[src/sv/tmcw_pkg.sv]
// Shared types, codes and microcode ROM for the text console writer.
// No dependencies.
package tmcw_pkg;

  localparam logic [2:0] OP_PUT    = 3'd0;
  localparam logic [2:0] OP_GOTO   = 3'd1;
  localparam logic [2:0] OP_CLEAR  = 3'd2;
  localparam logic [2:0] OP_SCROLL = 3'd3;
  localparam logic [2:0] OP_READ   = 3'd4;

  localparam logic [7:0] NEWLINE_CODE = 8'd10;

  localparam logic [7:0] ATTR_RESET = 8'h07;

  // microprogram step addresses
  localparam logic [3:0] S_IDLE  = 4'd0;
  localparam logic [3:0] S_PUT   = 4'd1;
  localparam logic [3:0] S_SCR   = 4'd2;
  localparam logic [3:0] S_SCRZ  = 4'd3;
  localparam logic [3:0] S_SHIFT = 4'd4;
  localparam logic [3:0] S_COPY  = 4'd5;
  localparam logic [3:0] S_FILL  = 4'd6;
  localparam logic [3:0] S_FIN   = 4'd7;
  localparam logic [3:0] S_GOTO  = 4'd8;
  localparam logic [3:0] S_CLR   = 4'd9;
  localparam logic [3:0] S_READ  = 4'd10;
  localparam logic [3:0] S_LATCH = 4'd11;
  localparam logic [3:0] S_BOOT  = 4'd12;
  localparam logic [3:0] S_BFILL = 4'd13;
  localparam logic [3:0] S_BEND  = 4'd14;

  typedef enum logic [3:0] {
    A_NONE  = 4'd0,
    A_PUT   = 4'd1,
    A_MUL   = 4'd2,
    A_SHIFT = 4'd3,
    A_COPY  = 4'd4,
    A_FILL  = 4'd5,
    A_FIN   = 4'd6,
    A_GOTO  = 4'd7,
    A_CLR   = 4'd8,
    A_READ  = 4'd9,
    A_LATCH = 4'd10
  } act_t;

  typedef enum logic [2:0] {
    C_NEVER     = 3'd0,
    C_ALWAYS    = 3'd1,
    C_DISPATCH  = 3'd2,
    C_NOWRAP    = 3'd3,
    C_BIG       = 3'd4,
    C_ZERO      = 3'd5,
    C_SRC_MORE  = 3'd6,
    C_FILL_MORE = 3'd7
  } cond_t;

  typedef struct packed {
    act_t       act;
    cond_t      cond;
    logic [3:0] target;
  } uword_t;

  typedef struct packed {
    logic [2:0] op;
    logic [7:0] ch;
    logic [6:0] col;
    logic [4:0] row;
    logic [7:0] lines;
    logic [10:0] addr;
  } cmd_t;

  typedef struct packed {
    logic nowrap;
    logic big;
    logic zero;
    logic src_more;
    logic fill_more;
  } stat_t;

  function automatic uword_t urom(input logic [3:0] step);
    uword_t w;
    unique case (step)
      S_IDLE:  w = '{A_NONE,  C_DISPATCH,  S_IDLE};
      S_PUT:   w = '{A_PUT,   C_NOWRAP,    S_FIN};
      S_SCR:   w = '{A_NONE,  C_BIG,       S_CLR};
      S_SCRZ:  w = '{A_MUL,   C_ZERO,      S_FIN};
      S_SHIFT: w = '{A_SHIFT, C_NEVER,     S_IDLE};
      S_COPY:  w = '{A_COPY,  C_SRC_MORE,  S_COPY};
      S_FILL:  w = '{A_FILL,  C_FILL_MORE, S_FILL};
      S_FIN:   w = '{A_FIN,   C_ALWAYS,    S_IDLE};
      S_GOTO:  w = '{A_GOTO,  C_ALWAYS,    S_FIN};
      S_CLR:   w = '{A_CLR,   C_ALWAYS,    S_FILL};
      S_READ:  w = '{A_READ,  C_NEVER,     S_IDLE};
      S_LATCH: w = '{A_LATCH, C_ALWAYS,    S_FIN};
      S_BOOT:  w = '{A_CLR,   C_NEVER,     S_IDLE};
      S_BFILL: w = '{A_FILL,  C_FILL_MORE, S_BFILL};
      S_BEND:  w = '{A_NONE,  C_ALWAYS,    S_IDLE};
      default: w = '{A_NONE,  C_ALWAYS,    S_IDLE};
    endcase
    return w;
  endfunction

  function automatic logic [3:0] dispatch(input logic [2:0] op);
    logic [3:0] s;
    unique case (op)
      OP_PUT:    s = S_PUT;
      OP_GOTO:   s = S_GOTO;
      OP_CLEAR:  s = S_CLR;
      OP_SCROLL: s = S_SCR;
      OP_READ:   s = S_READ;
      default:   s = S_FIN;
    endcase
    return s;
  endfunction

endpackage

[src/sv/tmcw_seq.sv]
// Microcode sequencer: step counter, control ROM lookup and jump logic.
// Depends on tmcw_pkg.
module tmcw_seq (
  input  logic             clk,
  input  logic             rst_n,
  input  logic             start,
  input  logic [2:0]       opcode,
  input  tmcw_pkg::stat_t  stat,
  output tmcw_pkg::act_t   act,
  output logic             busy
);

  logic [3:0]       step_r, step_nxt;
  logic [3:0]       step_inc;
  tmcw_pkg::uword_t uw;
  logic             take;

  assign uw       = tmcw_pkg::urom(step_r);
  assign step_inc = 4'(step_r + 4'd1);
  assign act      = uw.act;
  assign busy     = (step_r != tmcw_pkg::S_IDLE);

  always_comb begin
    take     = 1'b0;
    step_nxt = step_inc;
    unique case (uw.cond)
      tmcw_pkg::C_NEVER:     take = 1'b0;
      tmcw_pkg::C_ALWAYS:    take = 1'b1;
      tmcw_pkg::C_NOWRAP:    take = stat.nowrap;
      tmcw_pkg::C_BIG:       take = stat.big;
      tmcw_pkg::C_ZERO:      take = stat.zero;
      tmcw_pkg::C_SRC_MORE:  take = stat.src_more;
      tmcw_pkg::C_FILL_MORE: take = stat.fill_more;
      tmcw_pkg::C_DISPATCH:  take = 1'b0;
      default:               take = 1'b0;
    endcase
    if (uw.cond == tmcw_pkg::C_DISPATCH) begin
      step_nxt = start ? tmcw_pkg::dispatch(opcode) : step_r;
    end else if (take) begin
      step_nxt = uw.target;
    end
  end

  always_ff @(posedge clk) begin
    if (!rst_n) begin
      step_r <= tmcw_pkg::S_BOOT;
    end else begin
      step_r <= step_nxt;
    end
  end

endmodule

[config.mk]
export PLATFORM = sky130hd
export DESIGN_NAME = tmcw_seq
export DESIGN_NICKNAME = d
export VERILOG_FILES = /design/src/sv/tmcw_pkg.sv /design/src/sv/tmcw_seq.sv
export SDC_FILE = /design/constraint.sdc
export NUM_CORES = 1
export LEC_CHECK = 0
export BUFFER_PORTS_ARGS = -buffer_cell sky130_fd_sc_hd__buf_2
export CAP_MARGIN = 40
export CORE_MARGIN = 2
export CORE_UTILIZATION = 55
export CTS_CLUSTER_SIZE = 12
export DETAILED_ROUTE_END_ITERATION = 7
export PLACE_DENSITY_LB_ADDON = 0.12
export SYNTH_ARGS = -nofsm -noshare
export SYNTH_HDL_FRONTEND = slang
export SYNTH_SLANG_ARGS = --single-unit
[constraint.sdc]
create_clock -name clk -period 3.06 [get_ports clk]
set_clock_uncertainty 0.15 [all_clocks]
set_input_delay 0.306 -clock clk [delete_from_list [all_inputs] [get_ports clk]]
set_output_delay 0.306 -clock clk [all_outputs]
set_load 0.03 [all_outputs]
# Word level (Yosys, flattened, before mapping)
# Memories as Yosys holds them, arrays and structs flattened. A register that Yosys moved wholly into a read port is not among the register bits.
# Cells that the tools add are included.
# W data, S select, Z words.
# op_classes
n_addsub	1
eq_ne	12
mux	7
reduce_logical	4
# op_table
operator	count
$mux W4	5
$pmux W4 S5	1
$eq A3 B3 Y1 const B	5
$eq A3 B2 Y1 const B	4
$pmux W1 S7	1
$eq A3 B1 Y1 const B	2
$logic_not A3 Y1	2
$add A4 B1 Y4 const B	1
$reduce_bool A4 Y1	1
$ne A2 B2 Y1 const B	1
$reduce_or A2 Y1	1
# word_totals
regBits	4
rom_bits	176
in_bits	11
elab_cells	26
n_memories	1
# memory_table
name	depth	word_bits	rd	rd_ports_with_merged_regs	write_ports	line	rtl
(name not given)	16	11	1	1	0	tmcw_pkg.sv:82	unique case (step)

# Logic depth before layout (Yosys ltp)
# Gate-level depths: netlist (run 1).
# depth
depth_word	7
mapped_depth	11
ltp_nobuf	10

# Least setup slack after synthesis (run 1)
# No wires, ideal clock.
# synth_timing
path_type	reg2reg
startpoint	register uw[5] (netlist name)
endpoint	register uw[2] (netlist name)
setup_time_ps	128
arrival_ps	2266
required_ps	2782
setup_slack_ps	515
stages_incl_launch_ff	10
synth_period_minus_slack_ps	2545
path_cell_list	dfxtp_1 mux2_2 o211ai_2 a31oi_1 a21oi_1 and2_1 inv_1 ha_1 mux2i_1 mux2i_1
# synth_between
elab_chain_len	7
# synth_lines
element	line	rtl
$eq A3 B2 Y1 / $logic_not A3 Y1 (equally long branches)	tmcw_seq.sv:26, tmcw_seq.sv:37	
$reduce_or A2 Y1 (no source line)	-	
$pmux W1 S7	tmcw_seq.sv:26	unique case (uw.cond)
$mux W4	tmcw_seq.sv:39	end else if (take) begin
$mux W4	tmcw_seq.sv:37	if (uw.cond == tmcw_pkg::C_DISPATCH) begin
$mux W4 (no source line) (*) (2 in a row)	-	
# Mark *: on every way between the ends. The rest lies on a longest branch, timed or not.
# A chain may end at the register's enable or synchronous reset.

# Worst setup path after layout (run 1)
# layout_timing
startpoint	register uw[5] (netlist name)
endpoint	register uw[2] (netlist name)
# layout_between
elab_chain_len	7
# layout_lines
element	line
$eq A3 B2 Y1 / $logic_not A3 Y1 (equally long branches)	tmcw_seq.sv:26, tmcw_seq.sv:37
$reduce_or A2 Y1 (no source line)	-
$pmux W1 S7	tmcw_seq.sv:26
$mux W4	tmcw_seq.sv:39
$mux W4	tmcw_seq.sv:37
$mux W4 (no source line) (*) (2 in a row)	-
# Marks and branches as above.

==> out/qor.csv, run 1 <==
stage,metric,value,unit
drt,DRC errors left,0,
final_layout,Post-Layout Cell Count,154,
logic_synthesis,Syn Inst Count,114,
drt,DR vias/cell,5.43,
drt,drt wl/cell,12.5,µm
placement,DP HPWL,1.54,mm
hold_path,WHS Endpoint,step_r[1],
cts,Clock Latency Late Sink,280,ps
logic_synthesis,Syn Area/Cell,8.87,µm²
outcome,status,"complete, no violations",
die,height of the die,46.9,µm
logic_synthesis,XOR/XNOR share of the synthesized area,0.0347,
power,leak pwr,0.520,nW
cts,H-tree level count,1,
critical_path,FF-to-FF setup slack,410,ps
sta,final setup violation count,0,
drt,"antenna viol nets, final",0,
power,power per cell area,1180,nW/µm²
critical_path,Worst R2R Start,uw[5],
placement,Port Buffer Count,15,
die,Core ar.,1730,µm²
sta,setup TNS,0,ps
logic_synthesis,sequential fraction of the synthesis area,0.297,
global_routing,total track usage,0.210,
drt,final WL,1.92,mm
critical_path,crit path launch type,flop,
logic_synthesis,Synth Cell Area,1010,µm²
logic_synthesis,syn_nets,133,
logic_synthesis,number of flops mapped to enable cells by yosys,0,
sta,worst slew pin tran,565,ps
sta,Tmin final,2650,ps
critical_path,r2r worst-path depth,9,
drt,Pre-antenna DRT Iters,4,
power,peak supply drop,0.576,mV
final_layout,Antenna Cells,0,
hold_path,Min-Delay Path Depth,2,
cts,Max Root-Sink Buffers,2,
sta,final worst slack,408,ps
cts,Clock Pin Slew Worst Setup and Hold Paths,90,ps
global_routing,largest net degree at the start of global routing,16,
cts,CTS resizes,0,
job,Max Cap Viol,0,
final_layout,share of layout cells above drive strength 1,0.248,
placement,Placed Cells incl. Taps,150,
cts,Sink Count,15,
final_layout,fin nets,149,
die,# rows,15,
power,Pwr Total,1.32,mW
final_layout,Layout area overhead,10.5,%
critical_path,Critical Path Fanout Max,5,
cts,# Post-CTS Setup Buffers,0,
hold_path,worst min-delay path startpoint,rst_n,
cts,CTS tree,done,
die,io pins,16,
logic_synthesis,Synth Area in Compound Gates,0.202,
logic_synthesis,asr flop ratio synth,0,
drt,vias,836,
placement,RD Place Congestion,0.795,
critical_path,RR Endpoint,uw[2],
logic_synthesis,synthesis-stage register bit count,15,
global_routing,grt ovf,0,
sta,RSZ-0062 raised after global routing,false,
global_routing,initial antenna violation count,0,
die,Initial Util,0.586,
critical_path,CP endpoint kind,flop,
critical_path,WP data required,3070,ps
sta,Final Max Tran Viols,0,
die,die width,46.9,µm
hold_path,Tightest Hold Check Type,primary input to flop,
sta,Slew HR,0.623,
logic_synthesis,Yosys cell types,40,
final_layout,final core utilization,0.647,
critical_path,WP data arrival,2660,ps
logic_synthesis,largest family of logic cells by synthesized area,compound AO/OA/AOI/OAI gates,
sta,fmax,377,MHz
die,Die Area,2200,µm²
logic_synthesis,multiplexer share of the synthesized area,0.106,
logic_synthesis,Adder-Cell Fraction of Synth Area,0.0990,
logic_synthesis,warnings from Yosys,0,
sta,Tcrit/Tclk final,0.867,
drt,first-iteration detailed-routing DRC count,8,
global_routing,number of global-route vias before repair,766,
placement,worst slack at placement,405,ps
cts,CTS Buf Count,3,
cts,CTS Hold Buffers Added,0,
cts,clk root buf,clkbuf_4,
logic_synthesis,top_reg_cell synth,dfxtp_1,
global_routing,first-pass GRT wire length,3.29,mm
critical_path,CP Class,flop to flop,
sta,Final Hold Fails,0,
logic_synthesis,Synth Area in Simple Gates,0.171,
[synthesized netlist by cell type (all sizes together), types with 2 or more instances]
master,n,area share
inv,11,0.041
nand3,4,0.020
mux2i,7,0.069
a21boi,2,0.015
nand2,5,0.021
a31oi,3,0.019
o2bb2ai,4,0.035
o211a,2,0.020
ha,8,0.099
or3b,2,0.017
o21ai,6,0.030
nor2b,2,0.012
and2,4,0.025
nor2,7,0.026
a21oi,5,0.025
buf,6,0.046
mux2,3,0.037
dfxtp,15,0.30
xnor2,2,0.017
nand2b,2,0.012
xor2,2,0.017
[where the power goes]
| part | switching, mW | leakage [nW] | internal (mW) | total [mW] |
|---|---|---|---|---|
| clock network | 0.0637 | 0.0177 | 0.0486 | 0.112 |
| registers | 0.0533 | 0.125 | 0.295 | 0.349 |
| logic | 0.490 | 0.377 | 0.368 | 0.859 |
[worst max-delay path, cell delays in order (launching register included)]
cell      delay (ps)
dfxtp_1          400
mux2_2           370
o211ai_2         230
a31oi_1          120
a21oi_1          210
and2_1           230
inv_1            100
ha_1             350
mux2i_1          250
mux2i_1          110
[layer usage]
metal / up-vias / GRT usage / share of wire
li1: 426 / - / -
met1: 390 / 0.280 / 0.48
met2: 16 / 0.340 / 0.48
met3: 4 / 0.0385 / 0.032
met4: 0 / 0.0722 / 0.012
met5: - / 0 / 0
[state kept, by name, summed over array words and instances, names as in the netlist]
| signal | count |
|---|---|
| step_r | 4 |
| uw | 11 |
[worst max path at each step]
stage          startpoint     to  slack, ps
3_3_place_gp        uw[5]  uw[6]        460
6_report            uw[5]  uw[2]        410
2_1_floorplan       uw[5]  uw[2]        520
4_1_cts             uw[5]  uw[2]        380
5_1_grt             uw[5]  uw[2]        170
3_5_place_dp        uw[5]  uw[2]        410
[cells in the final DEF (no fill, tap or decap), drive strengths merged, types with 3 or more instances in the layout]
master,netlist,layout
inv,11,11
nand2,5,5
nor2,7,7
mux2,3,3
ha,8,8
a21oi,5,5
clkbuf,1,3
dfxtp,15,15
o2bb2ai,4,4
a31oi,3,3
nand3,4,4
buf,6,18
o21ai,6,6
mux2i,7,7
and2,4,4
[logic make-up (layout without fill, tap and decap cells)]
logic type,count (synthesis),in the layout
xor+xnor,4,4
fa+ha+maj,8,8
flops,15,15
mux,10,10
compound gates,28,28
buf+inv,18,33
simple gates,31,31
[metrics by stage]
step / hold WS (ps) / area [µm²]
global placement: 435 / 1090
global route: 162 / 1120
floorplan: 278 / 1010
detailed placement: 440 / 1090
finish: 151 / 1120
CTS: 144 / 1120
[cell type report]
type,instances,area (µm²)
Timing Repair Buffer,18,97.6
Fill cell,156,609
Clock buffer,3,22.5
Tap cell,25,31.3
Clock inverter,1,5.00
Multi-Input combinational cell,81,619
Sequential cell,15,300
Inverter,11,41.3
Power figures use the tool's default switching activity.
==> run 2, diff against run 1 <==
Settings changed: ABC_AREA from default to 1.
==> run 2 against run 1 <==
Net effect:
- clock power barely moved
- sequential share of layout area is 1.0 points lower
- fmax increased by 16%
- hold slack better by 94 ps
- routed wire length is 10% higher
- largest power group unchanged
- power decreased by 0.53%
- via count grew 23%
- worst setup slack improved by 370 ps
==> out/qor.csv, run 2 <==
stage,metric,value,unit,change
outcome,status,"complete, no violations",,
sta,RSZ-0062 raised after global routing,false,,
cts,Clock Latency Late Sink,290,ps,about the same
logic_synthesis,synthesis-stage register bit count,15,,unchanged
die,height of the die,48.3,µm,+3.0%
die,Core ar.,1900,µm²,+10%
logic_synthesis,number of flops mapped to enable cells by yosys,0,,unchanged
cts,Sink Count,15,,unchanged
drt,top sig layer,met4,,
sta,fmax,438,MHz,+16%
drt,Pre-antenna DRT Iters,4,,unchanged
logic_synthesis,post-synth top area share,0.278,,-0.0186
drt,vias,1026,,+23%
final_layout,post-route cell area,1160,µm²,+4.0%
cts,CTS Buf Count,3,,unchanged
final_layout,final core utilization,0.611,,-0.0359
critical_path,max incr delay on CP,370,ps,-30 ps
logic_synthesis,warnings from Yosys,0,,unchanged
logic_synthesis,Syn Inst Count,171,,+50%
die,io pins,16,,unchanged
die,Die Area,2330,µm²,+6.1%
placement,Post-DP Area,1130,µm²,+4.1%
global_routing,first-pass GRT wire length,3.25,mm,-1.3%
critical_path,WP data required,3100,ps,+30 ps
cts,Max Root-Sink Buffers,2,,unchanged
final_layout,Layout area overhead,7.77,%,
final_layout,most frequent cells in the layout,"nand2_1 (69), inv_1 (20), nand3_1 (15), buf_2 (15), dfxtp_1 (15)",,
critical_path,crit path launch type,flop,,
critical_path,crit-path cells,inv_1 > nand3_1 > nand2_1 > nand2_1 > nand2_2 > nand2_1 > nand3_1 > nand2_1 > nand2_1 > nand2_1 > inv_1 > ha_1 > nand2_1 > o21ai_1 > nand2_1 > nand2_1,,
final_layout,"leading cell type in the layout, fill and taps excluded",nand2_1,,
power,Pwr Total,1.31,mW,-0.53%
drt,met3 routed WL,89,µm,+46%
cts,clk root buf,clkbuf_4,,
critical_path,"delay-heaviest family, CP",simple AND/OR/NAND/NOR gates,,
global_routing,total track usage,0.201,,-0.00821
logic_synthesis,most common cell in the netlist,nand2_1,,
critical_path,Critical Path Fanout Max,6,,+1
logic_synthesis,Yosys cell types,21,,-48%
drt,met2 WL,1.03,mm,+12%
sta,Fin Hold WS,244,ps,+93.7 ps
sta,worst slew pin tran,260,ps,-305 ps
sta,Final Max Tran Viols,0,,unchanged
global_routing,number of global-route vias before repair,840,,+9.7%
placement,DP HPWL,1.65,mm,+7.5%
logic_synthesis,syn_nets,190,,+43%
placement,Placed Cells incl. Taps,207,,+38%
final_layout,share of layout cells above drive strength 1,0.185,,-0.0633
sta,final worst slack,778,ps,+370 ps
critical_path,Critical Path Slowest Stage Cell,dfxtp_1,,
logic_synthesis,sequential fraction of the synthesis area,0.278,,-0.0186
logic_synthesis,Synth Cell Area,1080,µm²,+6.7%
sta,Tmin final,2280,ps,-370 ps
cts,Clock Pin Slew Worst Setup and Hold Paths,90,ps,about the same
power,leak pwr,0.690,nW,+33%
final_layout,fill count,206,,+32%
logic_synthesis,largest cells by area after synthesis,"dfxtp_1 (28%), nand2_1 (24%), ha_1 (9.3%), inv_1 (7.0%), nand3_1 (7.0%)",,
drt,DRC errors left,0,,unchanged
cts,H-tree level count,1,,unchanged
drt,"antenna viol nets, final",0,,unchanged
sta,Slew HR,0.825,,+0.202
logic_synthesis,top_reg_cell synth,dfxtp_1,,
logic_synthesis,Syn Area/Cell,6.31,µm²,-29%
job,Max Cap Viol,0,,unchanged
critical_path,FF-to-FF setup slack,780,ps,+370 ps
final_layout,fin nets,204,,+37%
sta,Tcrit/Tclk final,0.746,,-0.121
logic_synthesis,most frequent cells after synthesis,"nand2_1 (69), inv_1 (20), dfxtp_1 (15), nand3_1 (15), ha_1 (8)",,
cts,# Post-CTS Setup Buffers,0,,unchanged
final_layout,Antenna Cells,0,,unchanged
power,peak supply drop,0.632,mV,+9.7%
final_layout,Post-Layout Cell Count,211,,+37%
logic_synthesis,Synth area leader,dfxtp_1,,
sta,setup TNS,0,ps,unchanged
final_layout,flip-flop count of the largest register after layout,11,,unchanged
global_routing,initial antenna violation count,0,,unchanged
sta,final setup violation count,0,,unchanged
die,Initial Util,0.567,,-0.0184
drt,final WL,2.11,mm,+10%
drt,drt wl/cell,10.0,µm,-20%
cts,CTS resizes,0,,unchanged
cts,CTS Hold Buffers Added,0,,unchanged
critical_path,CP Class,flop to flop,,
drt,DRT met1 WL,943,µm,+2.4%
placement,worst slack at placement,794,ps,+389 ps
placement,RD Place Congestion,0.868,,+9.2%
drt,DR vias/cell,4.86,,-10%
die,# rows,16,,+1
placement,Port Buffer Count,15,,unchanged
sta,Final Hold Fails,0,,unchanged
power,power per cell area,1130,nW/µm²,-4.4%
drt,first-iteration detailed-routing DRC count,19,,+11
global_routing,largest net degree at the start of global routing,17,,+1
critical_path,Critical Path Most Common Cell,nand2_1,,
critical_path,WP data arrival,2320,ps,-340 ps
global_routing,grt ovf,0,,unchanged
cts,CTS tree,done,,
critical_path,CP endpoint kind,flop,,
logic_synthesis,asr flop ratio synth,0,,unchanged
critical_path,crit path buf inv count,2,,+1
hold_path,Tightest Hold Check Type,primary input to flop,,
die,die width,48.3,µm,+3.0%
==> run 2: cell types whose count changed in the layout (fill, tap and decap cells not counted), sizes merged, moves of 4 or more <==
cell	before	now
and2	4	0
nand2	5	76
mux2i	7	0
inv	11	24
o2bb2ai	4	0
nand3	4	15
==> run 2: kinds of logic after synthesis <==
| group | share of synthesized area |
|---|---|
| DFF | 0.278 |
| and+or+nand+nor | 0.411 |
| adders and majority gates | 0.0928 |
| AOI/OAI and AO/OA | 0.0696 |
| buffers and inverters | 0.132 |
| xor gates and xnor gates | 0.0162 |
==> run 2: report_power, final <==
group	internal [mW]	total [mW]	switching (mW)
clock network	0.0486	0.112	0.0631
registers	0.284	0.330	0.0457
logic	0.286	0.871	0.585
total	0.618	1.31	0.694
==> run 2: path summary, 6_finish.rpt <==
check | start | end | cells after the start
setup / recovery | uw[5] | uw[0] | 16
hold / removal | rst_n | step_r[1] | 3
setup reg to reg | uw[5] | uw[0] | 16
hold reg to reg | step_r[3] | uw[9] | 5
==> run 2: cell type report <==
| type | count | area (µm²) | share of cell area |
|---|---|---|---|
| multi-input combinational | 126 | 636 | 0.547 |
| sequential | 15 | 300 | 0.258 |
| inverter | 24 | 90.1 | 0.0775 |
| timing repair buffer | 15 | 75.1 | 0.0646 |
| tap | 27 | 33.8 | 0.0291 |
| clock buffer | 3 | 22.5 | 0.0194 |
| clock inverter | 1 | 5.00 | 0.00431 |
==> run 2: worst register-to-register path: cells and delay by family, from the launching register on <==
| kind | cells | cell delay (ps) |
|---|---|---|
| flops | 1 | 370 |
| simple gates | 12 | 1180 |
| compound gates | 1 | 100 |
| fa+ha+maj | 1 | 200 |
| buf+inv | 2 | 180 |
==> run 2: routing by layer <==
layer / up-vias / global-route usage
met2: 32 / 0.366
met3: 9 / 0.0111
met1: 437 / 0.231
li1: 548 / -
met5: - / 0
met4: 0 / 0.114
